**config.mk**
```make
export PLATFORM = sky130hd
export DESIGN_NAME = dsa_cell
export DESIGN_NICKNAME = d
export VERILOG_FILES = /design/src/hdl/dsa_pkg.sv /design/src/hdl/dsa_cell.sv
export SDC_FILE = /design/constraint.sdc
export NUM_CORES = 1
export LEC_CHECK = 0
export BUFFER_PORTS_ARGS = -buffer_cell sky130_fd_sc_hd__buf_2
export CORE_MARGIN = 1.5
export CORE_UTILIZATION = 45
export CTS_CLUSTER_DIAMETER = 100
export DETAILED_ROUTE_END_ITERATION = 7
export PLACE_DENSITY = 0.84
export SLEW_MARGIN = 20
export SYNTH_ARGS = -nofsm -noshare
export SYNTH_HDL_FRONTEND = slang
export SYNTH_SLANG_ARGS = --single-unit
```
**constraint.sdc**
```tcl
create_clock -name i_clk -period 1.5 [get_ports i_clk]
set_input_delay 0.225 -clock i_clk [delete_from_list [all_inputs] [get_ports i_clk]]
set_output_delay 0.225 -clock i_clk [all_outputs]
set_load 0.1 [all_outputs]
```
**src/hdl/dsa_pkg.sv**
```systemverilog
`default_nettype none

package dsa_pkg;

    localparam int SLOT_COUNT_DEF = 256;

    localparam int ID_W    = 48;
    localparam int TAG_W   = 16;
    localparam int ENTRY_W = ID_W + TAG_W;
    localparam int CNT_W   = 9;

    localparam logic [CNT_W-1:0] COUNT_MAX = '1;
    localparam logic [TAG_W-1:0] GEN_RESET = TAG_W'(1);

    localparam logic [1:0] CMD_REGISTER = 2'd0;
    localparam logic [1:0] CMD_SWEEP    = 2'd1;
    localparam logic [1:0] CMD_QUERY    = 2'd2;

    localparam logic [1:0] ST_OK    = 2'd0;
    localparam logic [1:0] ST_FULL  = 2'd1;
    localparam logic [1:0] ST_EMPTY = 2'd2;

    typedef struct packed {
        logic [1:0]  cmd;
        logic [15:0] vendor_id;
        logic [15:0] product_id;
        logic [7:0]  bus_number;
        logic [7:0]  device_address;
        logic [7:0]  query_slot;
    } t_in_item;

    typedef struct packed {
        logic [1:0]       status;
        logic [7:0]       slot;
        logic [ID_W-1:0]  stored_identity;
        logic [CNT_W-1:0] removed_count;
    } t_out_item;

    // sequencer to scan head
    typedef struct packed {
        logic start;
        logic visit;
        logic finish;
    } t_scan_ctl;

endpackage

`default_nettype wire

```
**src/hdl/dsa_cell.sv**
```systemverilog
`default_nettype none

module dsa_cell (
    input  wire logic                       i_clk,
    input  wire logic                       i_rst_n,
    input  wire logic                       i_shift,
    input  wire logic [dsa_pkg::ENTRY_W-1:0] i_shift_data,
    input  wire logic                       i_load,
    input  wire logic [dsa_pkg::ENTRY_W-1:0] i_load_data,
    output logic      [dsa_pkg::ENTRY_W-1:0] o_data
);

    logic [dsa_pkg::ENTRY_W-1:0] r_entry;
    logic [dsa_pkg::ENTRY_W-1:0] n_entry;

    always_comb begin
        n_entry = r_entry;
        if (i_shift) begin
            n_entry = i_shift_data;
        end else if (i_load) begin
            n_entry = i_load_data;
        end
    end

    always_ff @(posedge i_clk) begin
        if (!i_rst_n) begin
            r_entry <= '0;
        end else begin
            r_entry <= n_entry;
        end
    end

    assign o_data = r_entry;

endmodule

`default_nettype wire

```
* Yosys cells after proc, flatten, opt, wreduce, memory -nomap -nowiden *
Index checks and enable logic that the tools add are counted.

storage, ports and cells
  flip-flop bits (word level) = 64
  word-level logic and storage cells = 4

operators by class
  muxes and demuxes = 2
  reduce and logical (&&, ||, !) cells = 1

operators by type and width
  operator           number
  $mux 64            2
  $reduce_bool 2->1  1

* Longest topological paths before layout *
  word-level depth = 2
  mapped depth = 4

* Worst setup path after synthesis *
OpenSTA, ideal clock, no wires.

  kind = flip-flop to flip-flop
  from = register, netlist name o_data[0]
  to = register r_entry, in the netlist o_data[0]
  setup time = 0.059 ns
  arrival = 1.333 ns
  required time = 1.441 ns
  path slack = 0.108 ns
  cell stages (with the launch flop) = 3
  buffers on the path = 0
  period minus slack after synthesis = 1.392 ns
  cell sequence = dfxtp_1 mux2_2 o211a_1

RTL lines
  item                  RTL line        text
  end signal, assigned  dsa_cell.sv:29  r_entry <= n_entry;
  end, declared         dsa_cell.sv:13  logic [dsa_pkg::ENTRY_W-1:0] r_entry;

* Final worst setup path *
  from = register r_entry, in the netlist o_data[25]
  to = output o_data[25] (netlist name)

RTL lines
  item           RTL line        text
  end, declared  dsa_cell.sv:10  output logic [dsa_pkg::ENTRY_W-1:0] o_data

No word-level cell between the ends.

==> results_tabular.tex <==
\begin{tabular}{lr}
\hline
Metric & Value \\
\hline
\multicolumn{2}{l}{\textbf{Critical path}} \\
CP endpoint kind & output port \\
Slowest cell on crit path & sky130\_fd\_sc\_hd\_\_buf\_2 \\
Endpoint arrival time on the critical path & 1110 ps \\
CP Class & reg -> out \\
Worst-path cell chain & buf\_2 \\
Maximum fanout encountered on the critical timing path & 2 \\
Dominant delay contributor by cell family on the critical path & buffers and inverters \\
Required time at the endpoint of the critical path & 1270 ps \\
Logic depth of the worst path, buffers included & 1 \\
Startpoint type of the worst setup path & register \\
Crit-path max cell delay & 440 ps \\
Critical path buffer and inverter count & 1 \\
FF-to-FF path depth & 2 \\
\multicolumn{2}{l}{\textbf{STA}} \\
Pins over their slew limit & 0 \\
Part of the cycle the worst path needs & 88.9\% \\
Post-route clock skew & 0 ps \\
Final Hold Vio Count & 0 \\
Final critical delay including setup and external delays & 1330 ps \\
Final setup violating endpoints & 0 \\
Setup repair after global routing missed its margin & no \\
Slew at the pin closest to its max-slew limit & 509 ps \\
Aggregate negative setup slack & 0 ps \\
F\_max & 750 MHz \\
Final-layout worst hold slack & 209 ps \\
Worst slew margin relative to its limit & 66.3\% \\
\multicolumn{2}{l}{\textbf{Power}} \\
Worst VDD drop & 0.458 mV \\
Switching power as a share of total power & 37.9\% \\
Reg power frac & 37.5\% \\
Total power per unit cell area & 1070 nW/µm² \\
Proportion of power drawn by the clock network & 26.0\% \\
PnR Total Power & 5.06 mW \\
Design internal power & 3.14 mW \\
Combinational cell fraction of total power & 36.5\% \\
Net switching component of the power & 1.92 mW \\
P\_leak & 2.88 nW \\
\multicolumn{2}{l}{\textbf{Synthesis}} \\
Syn\_area\_per\_cell & 12.3 µm² \\
Post-synthesis instance total & 284 \\
Netlist area before placement & 3500 µm² \\
Flip-flop and latch count after synthesis & 64 \\
Synth Net Count & 416 \\
Number of warnings reported in the yosys synthesis log & 0 \\
Sequential cell area fraction in the yosys report & 36.6\% \\
Yosys cell types & 12 \\
\multicolumn{2}{l}{\textbf{Clocking}} \\
Worst-path clk slew & 60 ps \\
Master cell of the clock root buffer & sky130\_fd\_sc\_hd\_\_clkbuf\_8 \\
\# H-tree levels & 3 \\
Total CTS buffers & 9 \\
Number of setup buffers added after CTS & 0 \\
Largest buffer count on any clock path & 2 \\
Number of buffers inserted for hold repair after clock tree synthesis & 0 \\
Clock latency at the later pin of the worst-skew pair & 320 ps \\
\# resized after CTS & 0 \\
Clock tree from TritonCTS & yes \\
Count of clock tree sinks & 64 \\
\multicolumn{2}{l}{\textbf{Route}} \\
Drc violations & 0 \\
First-pass iteration count of the detailed router & 4 \\
Total length of routed wires & 8330 µm \\
Antenna viol nets, final & 0 \\
Iter 0 DRT Violations & 41 \\
Via/cell ratio & 5.06 \\
Via total after detailed routing & 2,893 \\
Routed wirelength normalized by instance count & 14.6 µm \\
\multicolumn{2}{l}{\textbf{GRT}} \\
GRT met1 Usage & 21.7\% \\
Most congested layer reported by global routing & met2 \\
Remaining global-route overflow & 0 \\
Met2 layer usage reported by global route & 34.7\% \\
Pin count of the biggest net entering global routing & 72 \\
Number of antenna violations at the first check in global routing & 0 \\
Met3 track utilization from global routing & 5.19\% \\
Total global-route track usage & 19.5\% \\
Vias in the first global route & 2,957 \\
First-pass GRT wire length & 13,200 µm \\
\multicolumn{2}{l}{\textbf{Floorplanning}} \\
Starting utilization of the core area & 47.5\% \\
Row count & 31 \\
Die Outline Area & 8310 µm² \\
Width of the chip & 91.2 µm \\
Die H & 91.2 µm \\
Total I/O pin count & 196 \\
Core box area & 7370 µm² \\
\multicolumn{2}{l}{\textbf{Outcome}} \\
Status & completed \\
\multicolumn{2}{l}{\textbf{Placement}} \\
Routability cong. & 0.756 \\
Cell count after placement & 558 \\
IO Port Bufs & 195 \\
Post-DP HPWL & 6090 µm \\
\multicolumn{2}{l}{\textbf{Cells and area}} \\
Antenna diode count & 0 \\
Area growth from synthesis to layout & 34.9\% \\
Finished Layout Cells & 572 \\
Fraction of layout instances using a drive strength above 1 & 59.0\% \\
Layout Utilization & 64.1\% \\
Flip-flop count of the largest register after layout & 64 \\
Final nets & 602 \\
\multicolumn{2}{l}{\textbf{Min path}} \\
Path category of the worst min-delay check & in -> reg \\
Hold Path Cell Cnt & 3 \\
\multicolumn{2}{l}{\textbf{Flow run}} \\
Number of maximum-capacitance constraint violations & 0 \\
\hline
\end{tabular}
==> area by class of cell <==
cell class | count | area (µm²)
multi-input combinational | 192 | 2030
tap | 99 | 124
fill | 613 | 2650
sequential | 64 | 1280
clock buffer | 14 | 173
timing repair buffer | 203 | 1120
==> cell usage after synthesis <==
| cell type | n | area (µm²) |
|---|---|---|
| sky130_fd_sc_hd__buf_1 | 1 | 3.75 |
| sky130_fd_sc_hd__buf_2 | 7 | 35.0 |
| sky130_fd_sc_hd__buf_6 | 1 | 11.3 |
| sky130_fd_sc_hd__buf_8 | 6 | 90.1 |
| sky130_fd_sc_hd__clkbuf_1 | 12 | 45.0 |
| sky130_fd_sc_hd__clkbuf_2 | 1 | 5.00 |
| sky130_fd_sc_hd__dfxtp_1 | 64 | 1280 |
| sky130_fd_sc_hd__mux2_2 | 4 | 45.0 |
| sky130_fd_sc_hd__mux2_4 | 60 | 901 |
| sky130_fd_sc_hd__nand2b_1 | 31 | 194 |
| sky130_fd_sc_hd__o211a_1 | 64 | 641 |
| sky130_fd_sc_hd__or2b_1 | 33 | 248 |
==> through the flow <==
step	worst slack [ps]	cell area, µm²
after floorplan	108	3500
after global placement	204	4550
after detailed placement	190	4550
after global routing	122	4720
final	166	4720
after CTS	145	4720
==> layer usage <==
layer	vias up	routed length (µm)
met3	14	545
met5	-	0
li1	1396	-
met2	123	4220
met4	0	148
met1	1360	3410
==> worst reg2reg max path: cells and delay by family, from the launching register on <==
family	cells	cell delay, ps
compound gates	1	210
mux	1	260
flops	1	320
==> cells by family (layout without fill, tap and decap cells) <==
| family | after synthesis | after routing | share of synthesized area, % |
|---|---|---|---|
| flops | 64 | 64 | 36.6 |
| simple gates | 64 | 64 | 12.6 |
| mux | 64 | 64 | 27.0 |
| buf+inv | 28 | 217 | 5.43 |
| compound gates | 64 | 64 | 18.3 |
==> power by group through the flow <==
| stage | combinational, mW | sequential, mW | clock, mW |
|---|---|---|---|
| finish | 1.85 | 1.90 | 1.31 |
| global route | 1.92 | 1.91 | 1.44 |
| CTS | 1.85 | 1.90 | 1.36 |
| detailed placement | 1.85 | 1.93 | 0 |
| global placement | 1.83 | 1.93 | 0 |
| floorplan | 0.548 | 2.87 | 0 |
==> worst paths after layout <==
path	startpoint	slack, ps	endpoint
min	i_shift_data[60]	210	o_data[60]
min reg2reg	o_data[47]	600	o_data[47]
max	o_data[25]	170	o_data[25]
max reg2reg	o_data[7]	600	o_data[7]
==> layout by cell type, fill, tap and decap left out, drive strengths merged <==
cell | Yosys | routed
buf | 15 | 203
clkbuf | 13 | 14
dfxtp | 64 | 64
mux2 | 64 | 64
nand2b | 31 | 31
o211a | 64 | 64
or2b | 33 | 33
(Power assumes the default switching activity.)
