==> config.mk <==
export PLATFORM = sky130hd
export DESIGN_NAME = dsa_head
export DESIGN_NICKNAME = d
export VERILOG_FILES = /design/src/hdl/dsa_pkg.sv /design/src/hdl/dsa_head.sv
export SDC_FILE = /design/constraint.sdc
export NUM_CORES = 1
export LEC_CHECK = 0
export ABC_AREA = 0
export BUFFER_PORTS_ARGS = -buffer_cell sky130_fd_sc_hd__clkbuf_2
export CAP_MARGIN = 10
export CORE_MARGIN = 4
export CORE_UTILIZATION = 45
export CTS_BUF_LIST = sky130_fd_sc_hd__clkbuf_4
export DETAILED_ROUTE_END_ITERATION = 8
export GPL_TIMING_DRIVEN = 0
export PLACE_DENSITY_LB_ADDON = 0.25
export SLEW_MARGIN = 10
export SYNTH_ARGS = -nofsm -noshare
export SYNTH_HDL_FRONTEND = slang
export SYNTH_SLANG_ARGS = --single-unit
export TNS_END_PERCENT = 50
==> constraint.sdc <==
create_clock -name i_clk -period 2.65 [get_ports i_clk]
set_input_delay 0 -clock i_clk [delete_from_list [all_inputs] [get_ports i_clk]]
set_output_delay 0 -clock i_clk [all_outputs]
set_load 0.02 [all_outputs]
==> src/hdl/dsa_pkg.sv <==
`default_nettype none

package dsa_pkg;

    localparam int SLOT_COUNT_DEF = 256;

    localparam int ID_W    = 48;
    localparam int TAG_W   = 16;
    localparam int ENTRY_W = ID_W + TAG_W;
    localparam int CNT_W   = 9;

    localparam logic [CNT_W-1:0] COUNT_MAX = '1;
    localparam logic [TAG_W-1:0] GEN_RESET = TAG_W'(1);

    localparam logic [1:0] CMD_REGISTER = 2'd0;
    localparam logic [1:0] CMD_SWEEP    = 2'd1;
    localparam logic [1:0] CMD_QUERY    = 2'd2;

    localparam logic [1:0] ST_OK    = 2'd0;
    localparam logic [1:0] ST_FULL  = 2'd1;
    localparam logic [1:0] ST_EMPTY = 2'd2;

    typedef struct packed {
        logic [1:0]  cmd;
        logic [15:0] vendor_id;
        logic [15:0] product_id;
        logic [7:0]  bus_number;
        logic [7:0]  device_address;
        logic [7:0]  query_slot;
    } t_in_item;

    typedef struct packed {
        logic [1:0]       status;
        logic [7:0]       slot;
        logic [ID_W-1:0]  stored_identity;
        logic [CNT_W-1:0] removed_count;
    } t_out_item;

    // sequencer to scan head
    typedef struct packed {
        logic start;
        logic visit;
        logic finish;
    } t_scan_ctl;

endpackage

`default_nettype wire

==> src/hdl/dsa_head.sv <==
`default_nettype none

module dsa_head #(
    parameter int SLOT_COUNT = dsa_pkg::SLOT_COUNT_DEF,
    localparam int IW = $clog2(SLOT_COUNT)
) (
    input  wire logic                        i_clk,
    input  wire logic                        i_rst_n,
    input  wire dsa_pkg::t_scan_ctl          i_ctl,
    input  wire dsa_pkg::t_in_item           i_item,
    input  wire logic [IW-1:0]               i_step,
    input  wire logic [dsa_pkg::ENTRY_W-1:0] i_entry,
    output logic      [dsa_pkg::ENTRY_W-1:0] o_entry,
    output logic                             o_wr_en,
    output logic      [IW-1:0]               o_wr_idx,
    output logic      [dsa_pkg::ENTRY_W-1:0] o_wr_data,
    output dsa_pkg::t_out_item               o_result
);

    localparam int CW = (IW > 8) ? IW : 8;

    logic [1:0]                    r_cmd;
    logic [dsa_pkg::ID_W-1:0]      r_ident;
    logic [7:0]                    r_qslot;
    logic [dsa_pkg::TAG_W-1:0]     r_gen;
    logic                          r_have_free;
    logic [IW-1:0]                 r_first_free;
    logic                          r_found;
    logic [IW-1:0]                 r_found_idx;
    logic [dsa_pkg::CNT_W-1:0]     r_count;
    logic [dsa_pkg::ID_W-1:0]      r_qid;

    logic [dsa_pkg::TAG_W-1:0]     n_gen;
    logic                          n_have_free;
    logic [IW-1:0]                 n_first_free;
    logic                          n_found;
    logic [IW-1:0]                 n_found_idx;
    logic [dsa_pkg::CNT_W-1:0]     n_count;
    logic [dsa_pkg::ID_W-1:0]      n_qid;

    logic [dsa_pkg::ID_W-1:0]      w_held;
    logic [dsa_pkg::TAG_W-1:0]     w_tag;
    logic                          w_qhit;
    logic [CW-1:0]                 w_slot_ext;

    assign w_held = i_entry[dsa_pkg::ID_W-1:0];
    assign w_tag  = i_entry[dsa_pkg::ENTRY_W-1:dsa_pkg::ID_W];
    assign w_qhit = (CW'(i_step) == CW'(r_qslot));

    // latch the command at accept
    always_ff @(posedge i_clk) begin
        if (i_ctl.start) begin
            r_cmd   <= i_item.cmd;
            r_ident <= {i_item.vendor_id, i_item.product_id,
                        i_item.bus_number, i_item.device_address};
            r_qslot <= i_item.query_slot;
        end
    end

    always_comb begin
        o_entry      = i_entry;
        n_gen        = r_gen;
        n_have_free  = r_have_free;
        n_first_free = r_first_free;
        n_found      = r_found;
        n_found_idx  = r_found_idx;
        n_count      = r_count;
        n_qid        = r_qid;

        if (i_ctl.start) begin
            n_have_free  = 1'b0;
            n_first_free = '0;
            n_found      = 1'b0;
            n_found_idx  = '0;
            n_count      = '0;
            n_qid        = '0;
        end else if (i_ctl.visit) begin
            unique case (r_cmd)
                dsa_pkg::CMD_REGISTER: begin
                    if (!r_found) begin
                        if (w_held == '0 && !r_have_free) begin
                            n_have_free  = 1'b1;
                            n_first_free = i_step;
                        end else if (w_held == r_ident) begin
                            o_entry     = {r_gen, w_held};
                            n_found     = 1'b1;
                            n_found_idx = i_step;
                        end
                    end
                end
                dsa_pkg::CMD_SWEEP: begin
                    if (i_entry != '0 && w_tag != r_gen) begin
                        o_entry = '0;
                        if (r_count != dsa_pkg::COUNT_MAX) begin
                            n_count = r_count + 1'b1;
                        end
                    end
                end
                dsa_pkg::CMD_QUERY: begin
                    if (w_qhit) begin
                        n_qid = w_held;
                    end
                end
                default: begin
                end
            endcase
        end else if (i_ctl.finish && r_cmd == dsa_pkg::CMD_SWEEP) begin
            n_gen = r_gen + 1'b1;
        end
    end

    always_ff @(posedge i_clk) begin
        if (!i_rst_n) begin
            r_gen        <= dsa_pkg::GEN_RESET;
            r_have_free  <= 1'b0;
            r_first_free <= '0;
            r_found      <= 1'b0;
            r_found_idx  <= '0;
            r_count      <= '0;
            r_qid        <= '0;
        end else begin
            r_gen        <= n_gen;
            r_have_free  <= n_have_free;
            r_first_free <= n_first_free;
            r_found      <= n_found;
            r_found_idx  <= n_found_idx;
            r_count      <= n_count;
            r_qid        <= n_qid;
        end
    end

    // claim the first free slot once the table is back in place
    assign o_wr_en   = i_ctl.finish && (r_cmd == dsa_pkg::CMD_REGISTER)
                       && !r_found && r_have_free;
    assign o_wr_idx  = r_first_free;
    assign o_wr_data = {r_gen, r_ident};

    always_comb begin
        o_result   = '0;
        w_slot_ext = '0;
        unique case (r_cmd)
            dsa_pkg::CMD_REGISTER: begin
                if (r_found) begin
                    w_slot_ext = CW'(r_found_idx);
                end else if (r_have_free) begin
                    w_slot_ext = CW'(r_first_free);
                end
                o_result.status = (r_found || r_have_free) ? dsa_pkg::ST_OK
                                                           : dsa_pkg::ST_FULL;
                o_result.slot   = w_slot_ext[7:0];
            end
            dsa_pkg::CMD_SWEEP: begin
                o_result.removed_count = r_count;
            end
            dsa_pkg::CMD_QUERY: begin
                o_result.status          = (r_qid == '0) ? dsa_pkg::ST_EMPTY
                                                         : dsa_pkg::ST_OK;
                o_result.stored_identity = r_qid;
            end
            default: begin
            end
        endcase
    end

endmodule

`default_nettype wire

# After elaboration in Yosys (flattened, before gate mapping)

Index checks and enable logic that the tools add are counted.

ROM bits: 0
Latch bits: 0
Memories: 0
Bits in registers: 149
Input port bits: 135
Output and inout port bits: 204
Memory bits (writable): 0

Equal/unequal tests: 6
Bitwise gates (word level): 5
Reductions and logical operators: 20
Muxes and demuxes: 18
Magnitude comparators: 0
Shifts and indexed selects: 0
$mul: 0
Div/mod/pow operators: 0
$add $sub $neg: 2

Operators with widths:

| kind                                                             | number |
|---|---|
| 64-bit 2-to-1 mux                                                | 6 |
| 64-bit case mux with 2 select lines                              | 1 |
| 48-bit zero test                                                 | 2 |
| 64-bit nonzero test                                              | 1 |
| 48-bit == test                                                   | 1 |
| 48-bit 2-to-1 mux                                                | 1 |
| 8-bit 2-to-1 mux                                                 | 3 |
| 16-bit by 1-bit adder with 16-bit output (second input constant) | 1 |
| 16-bit != test                                                   | 1 |
| 9-bit by 1-bit adder with 9-bit output (second input constant)   | 1 |
| 9-bit 2-to-1 mux                                                 | 1 |
| 9-bit != test (second input constant)                            | 1 |
| 8-bit == test                                                    | 1 |
| 4-bit AND reduction                                              | 2 |
| 1-bit logical AND                                                | 6 |
| 3-bit AND reduction                                              | 2 |
| 1-bit NOT                                                        | 5 |
| 5-bit AND reduction                                              | 1 |
| 1-bit 2-to-1 mux                                                 | 4 |
| 2-bit case mux with 2 select lines                               | 1 |
| 2-bit by 1-bit == test with 1-bit output (second input constant) | 1 |
| 2-bit == test (second input constant)                            | 1 |
| 1-bit zero test                                                  | 2 |
| 2-bit zero test                                                  | 1 |
| 4 further kinds                                                  | 4 |

# Logic depth before layout (Yosys ltp)

Depth in word-level cells: 7
Mapped depth: 8
Depth with buffers taken out: 8

# Least setup slack after synthesis

No wires, ideal clock.

Path type: register to output
Start: reg r_ident[25] in the netlist's numbering
End: out o_entry[55] in the netlist's numbering
Data required time: 2.650 ns
Setup slack: 0.257 ns
Buffers on the path: 1
Cell stages (with the launch flop): 8
Data arrival time: 2.393 ns
Cells stage by stage: edfxtp_1 > xor2_1 > nor4_2 > nand4_1 > nor4_4 > nand3_4 > buf_6 > mux2i_1

Word-level cells in the longest chain between the ends: 7

Ends and longest elaborated chain:

| element                             | line           | source |
|---|---|---|
| start, declared                     | dsa_head.sv:23 | `logic [dsa_pkg::ID_W-1:0] r_ident;` |
| start signal, assigned              | dsa_head.sv:54 | `r_ident <= {i_item.vendor_id, i_item.product_id,` |
| 48-bit == test                      | dsa_head.sv:84 | `end else if (w_held == r_ident) begin` |
| 64-bit 2-to-1 mux                   | dsa_head.sv:84 |  |
| 64-bit 2-to-1 mux                   | dsa_head.sv:81 | `if (w_held == '0 && !r_have_free) begin` |
| 64-bit 2-to-1 mux                   | dsa_head.sv:80 | `if (!r_found) begin` |
| 64-bit case mux with 2 select lines | dsa_head.sv:78 | `unique case (r_cmd)` |
| 64-bit 2-to-1 mux                   | dsa_head.sv:77 | `end else if (i_ctl.visit) begin` |
| 64-bit 2-to-1 mux                   | dsa_head.sv:70 | `if (i_ctl.start) begin` |
| end, declared                       | dsa_head.sv:13 | `output logic [dsa_pkg::ENTRY_W-1:0] o_entry,` |

Every way passes these cells.

# Final worst setup path

Start: reg r_ident[19] in the netlist's numbering
End: out o_entry[59] in the netlist's numbering

The elaborated chain is that of the path after synthesis.

==> summary.md <==
| Metric | Value |
|---|---|
| Status | finished with violations |
| Violated checks | negative setup slack |
| CP required | 2.65 ns |
| Worst setup startpoint | r_ident[19] |
| Placed Area | 9480 µm² |
| Root buf cell | clkbuf_4 |
| Worst reg2reg path depth | 8 |
| Clock latency at the later pin of the worst-skew pair | 0.57 ns |
| Worst Skew | 0.0276 ns |
| Final RePlAce weighted congestion | 0.880 |
| Routed via count | 7848 |
| Die height | 137 µm |
| Worst hold path type | in2reg |
| Port buffer count | 338 |
| Final WL | 30400 µm |
| Site row count | 46 |
| Total chip power | 4.97 mW |
| Clock tree buffer depth | 2 |
| Slew @ Worst Pin | 0.707 ns |
| Clk slew on worst S/H paths | 0.15 ns |
| Max IR drop VDD | 306 µV |
| Startpoint types | flop |
| Max_slew headroom | 52.4% |
| RSZ-0062 raised after global routing | true |
| Finish-stage setup viols | 16 |
| R2r endpoint | r_qid[29] |
| CP max FO | 5 |
| Finished Cell Area | 11400 µm² |
| H-tree levels | 4 |
| Setup TNS | -6.89 ns |
| Yosys Warn Count | 0 |
| Synthesized area | 7490 µm² |
| Register area share after synthesis | 47.5% |
| Post-synth ARST share | 0% |
| Overall routing resource usage | 31.5% |
| Flops & latches, synth | 149 |
| Number of synthesized flops with an enable pin | 58 |
| Most frequent cells in the layout | 308 x clkbuf_2, 117 x dlygate4sd3_1, 77 x dfxtp_1 |
| Initial antenna violation count | 2 |
| Slew Limit Fails | 0 |
| Die ar. | 18800 µm² |
| Pin count of the biggest net entering global routing | 42 |
| Post-DP HPWL | 21300 µm |
| Fillers | 1223 |
| Width of the die | 137 µm |
| Vias in the first global route | 7947 |
| Final hold slack | 0.0604 ns |
| Max Clk Rate | 320 MHz |
| CP endpoint kind | primary output |
| WL/cell | 20.8 µm |
| Synthesized instance count | 740 |
| Total CTS buffers | 17 |
| P_leak | 4.82 nW |
| Max Cap Violations | 0 |
| Critical Path AT | 3.12 ns |
| Final Hold Viols | 0 |
| Iter 0 DRT Violations | 583 |
| Worst reg2reg setup slack | 0.10 ns |
| Synth Area per Inst | 10.1 µm² |
| FF-to-FF Start | r_qslot[4] |
| Syn nets | 878 |
| Tmin final | 3.12 ns |
| Most common cell after layout, fill and taps aside | clkbuf_2 |
| Final worst slack | -0.471 ns |
| Cell depth of the worst hold path | 5 |
| P&R area growth vs syn | 51.9% |
| Gr ovfl total | 0 |
| TritonCTS clock tree | yes |
| Clock sink count | 149 |
| Initial cell density of the core | 46.5% |
| WS Path Type | reg2out |
| I/O pin cnt | 339 |
| Register area | 3590 µm² |
| Setup WS pre-CTS | -0.398 ns |
| ANT nets after route | 0 |
| Hold Startpoint | i_ctl[0] |
| Area of the multi-input gates | 3890 µm² |
| Core area | 16100 µm² |
| DRC viols | 0 |
| Vias per Instance | 5.38 |
| Yosys cell types | 42 |
| Main synth FF type | dfxtp_1 |
| Worst Hold Path EP | r_gen[0] |
| Nets | 1366 |
| Layout cell share with drive strength beyond 1 | 36.7% |
| Power Dens Cells | 437 nW/µm² |
| First-pass GRT wire length | 44500 µm |
| Final period util | 118% |
| 1st-pass router iterations | 5 |
[state kept, by name, indices dropped and copies added (netlist names)]
| name | flops |
|---|---|
| r_found_idx | 8 |
| r_found | 1 |
| r_gen | 16 |
| r_qid | 48 |
| o_wr_idx | 8 |
| r_have_free | 1 |
| r_qslot | 8 |
| r_count | 9 |
| r_ident | 48 |
| r_cmd | 2 |
[where the power goes]
part	switching [mW]	internal, mW
Clock	0.876	0.575
Combinational	0.585	0.426
Sequential	0.0548	2.46
Total	1.52	3.46
[routing by layer]
layer  up-vias  wire length [µm]  track usage (%)
li1       3577                 -                -
met1      3680             11000             35.8
met2       491             15200             54.1
met3       100              2520             8.16
met4         0              1680             17.1
met5         -                 0                0
[Yosys cell counts, types with 4 or more instances]
master	count	area share (%)
a21oi_1	20	1.3
a22oi_1	7	0.70
and2_1	70	5.8
and3_1	5	0.42
buf_2	5	0.33
clkbuf_1	30	1.5
dfxtp_1	91	24
edfxtp_1	58	23
inv_1	5	0.25
mux2_2	6	0.90
mux2_4	6	1.2
mux2i_1	54	7.2
nand2_1	20	1.0
nand3_1	23	1.5
nand4_1	19	1.6
nor2_1	72	3.6
nor2b_1	67	5.6
nor3_1	4	0.27
nor4_1	45	3.8
nor4_2	6	1.0
o21ai_0	11	0.73
xnor2_1	31	3.6
xor2_1	58	6.8
[worst max path at each step]
| stage | endpoint | slack, ns | cells after the start |
|---|---|---|---|
| after floorplan | o_entry[55] | 0.26 | 7 |
| after global placement | o_entry[14] | -1.09 | 8 |
| after detailed placement | o_entry[59] | -0.40 | 8 |
| after CTS | o_entry[59] | -0.49 | 10 |
| after global routing | o_entry[54] | -0.57 | 10 |
| final | o_entry[59] | -0.47 | 10 |
[through the flow]
| step | util [%] | cells |
|---|---|---|
| 3_5_place_dp | 58.8 | 1295 |
| 6_report | 70.6 | 1459 |
| 3_3_place_gp | 58.7 | 1294 |
| 4_1_cts | 69.3 | 1453 |
| 2_1_floorplan | - | 740 |
| 5_1_grt | 70.6 | 1459 |
[layout make-up]
class	instances	area share, %
Antenna cell	2	0.0440
Buffer	32	1.53
Clock buffer	19	1.25
Clock inverter	13	1.17
Inverter	5	0.165
Multi-Input combinational cell	550	34.2
Sequential cell	149	31.5
Tap cell	216	2.37
Timing Repair Buffer	473	27.8
[critical path, stage by stage, from the launching register on]
cell and delay (ns):
edfxtp_1 0.46, xor2_1 0.20, nor4_2 0.33, nand4_1 0.25, buf_4 0.22, nor4_4 0.13, buf_4 0.18, nand3_4 0.15
buf_12 0.19, mux2_4 0.30, buf_6 0.13
[timing repair]
item / CTS / global route
cloned: 1 / 0
hold buffers: 117 / 0
pin swaps: 12 / 14
setup endpoints to repair: 103 / 100
resized for setup: 43 / 95
hold endpoints to repair: 149 / 0
setup buffers: 11 / 6
[cells by family after synthesis]
family | Yosys count | synth area share [%]
AO/OA/AOI/OAI | 45 | 3.51
XOR/XNOR | 89 | 10.4
adder cells (fa/ha/maj) | 3 | 0.501
buffers and inverters | 41 | 2.24
flip-flops | 149 | 47.5
multiplexers | 66 | 9.32
AND/OR/NAND/NOR | 347 | 26.5
Power figures use the tool's default switching activity.
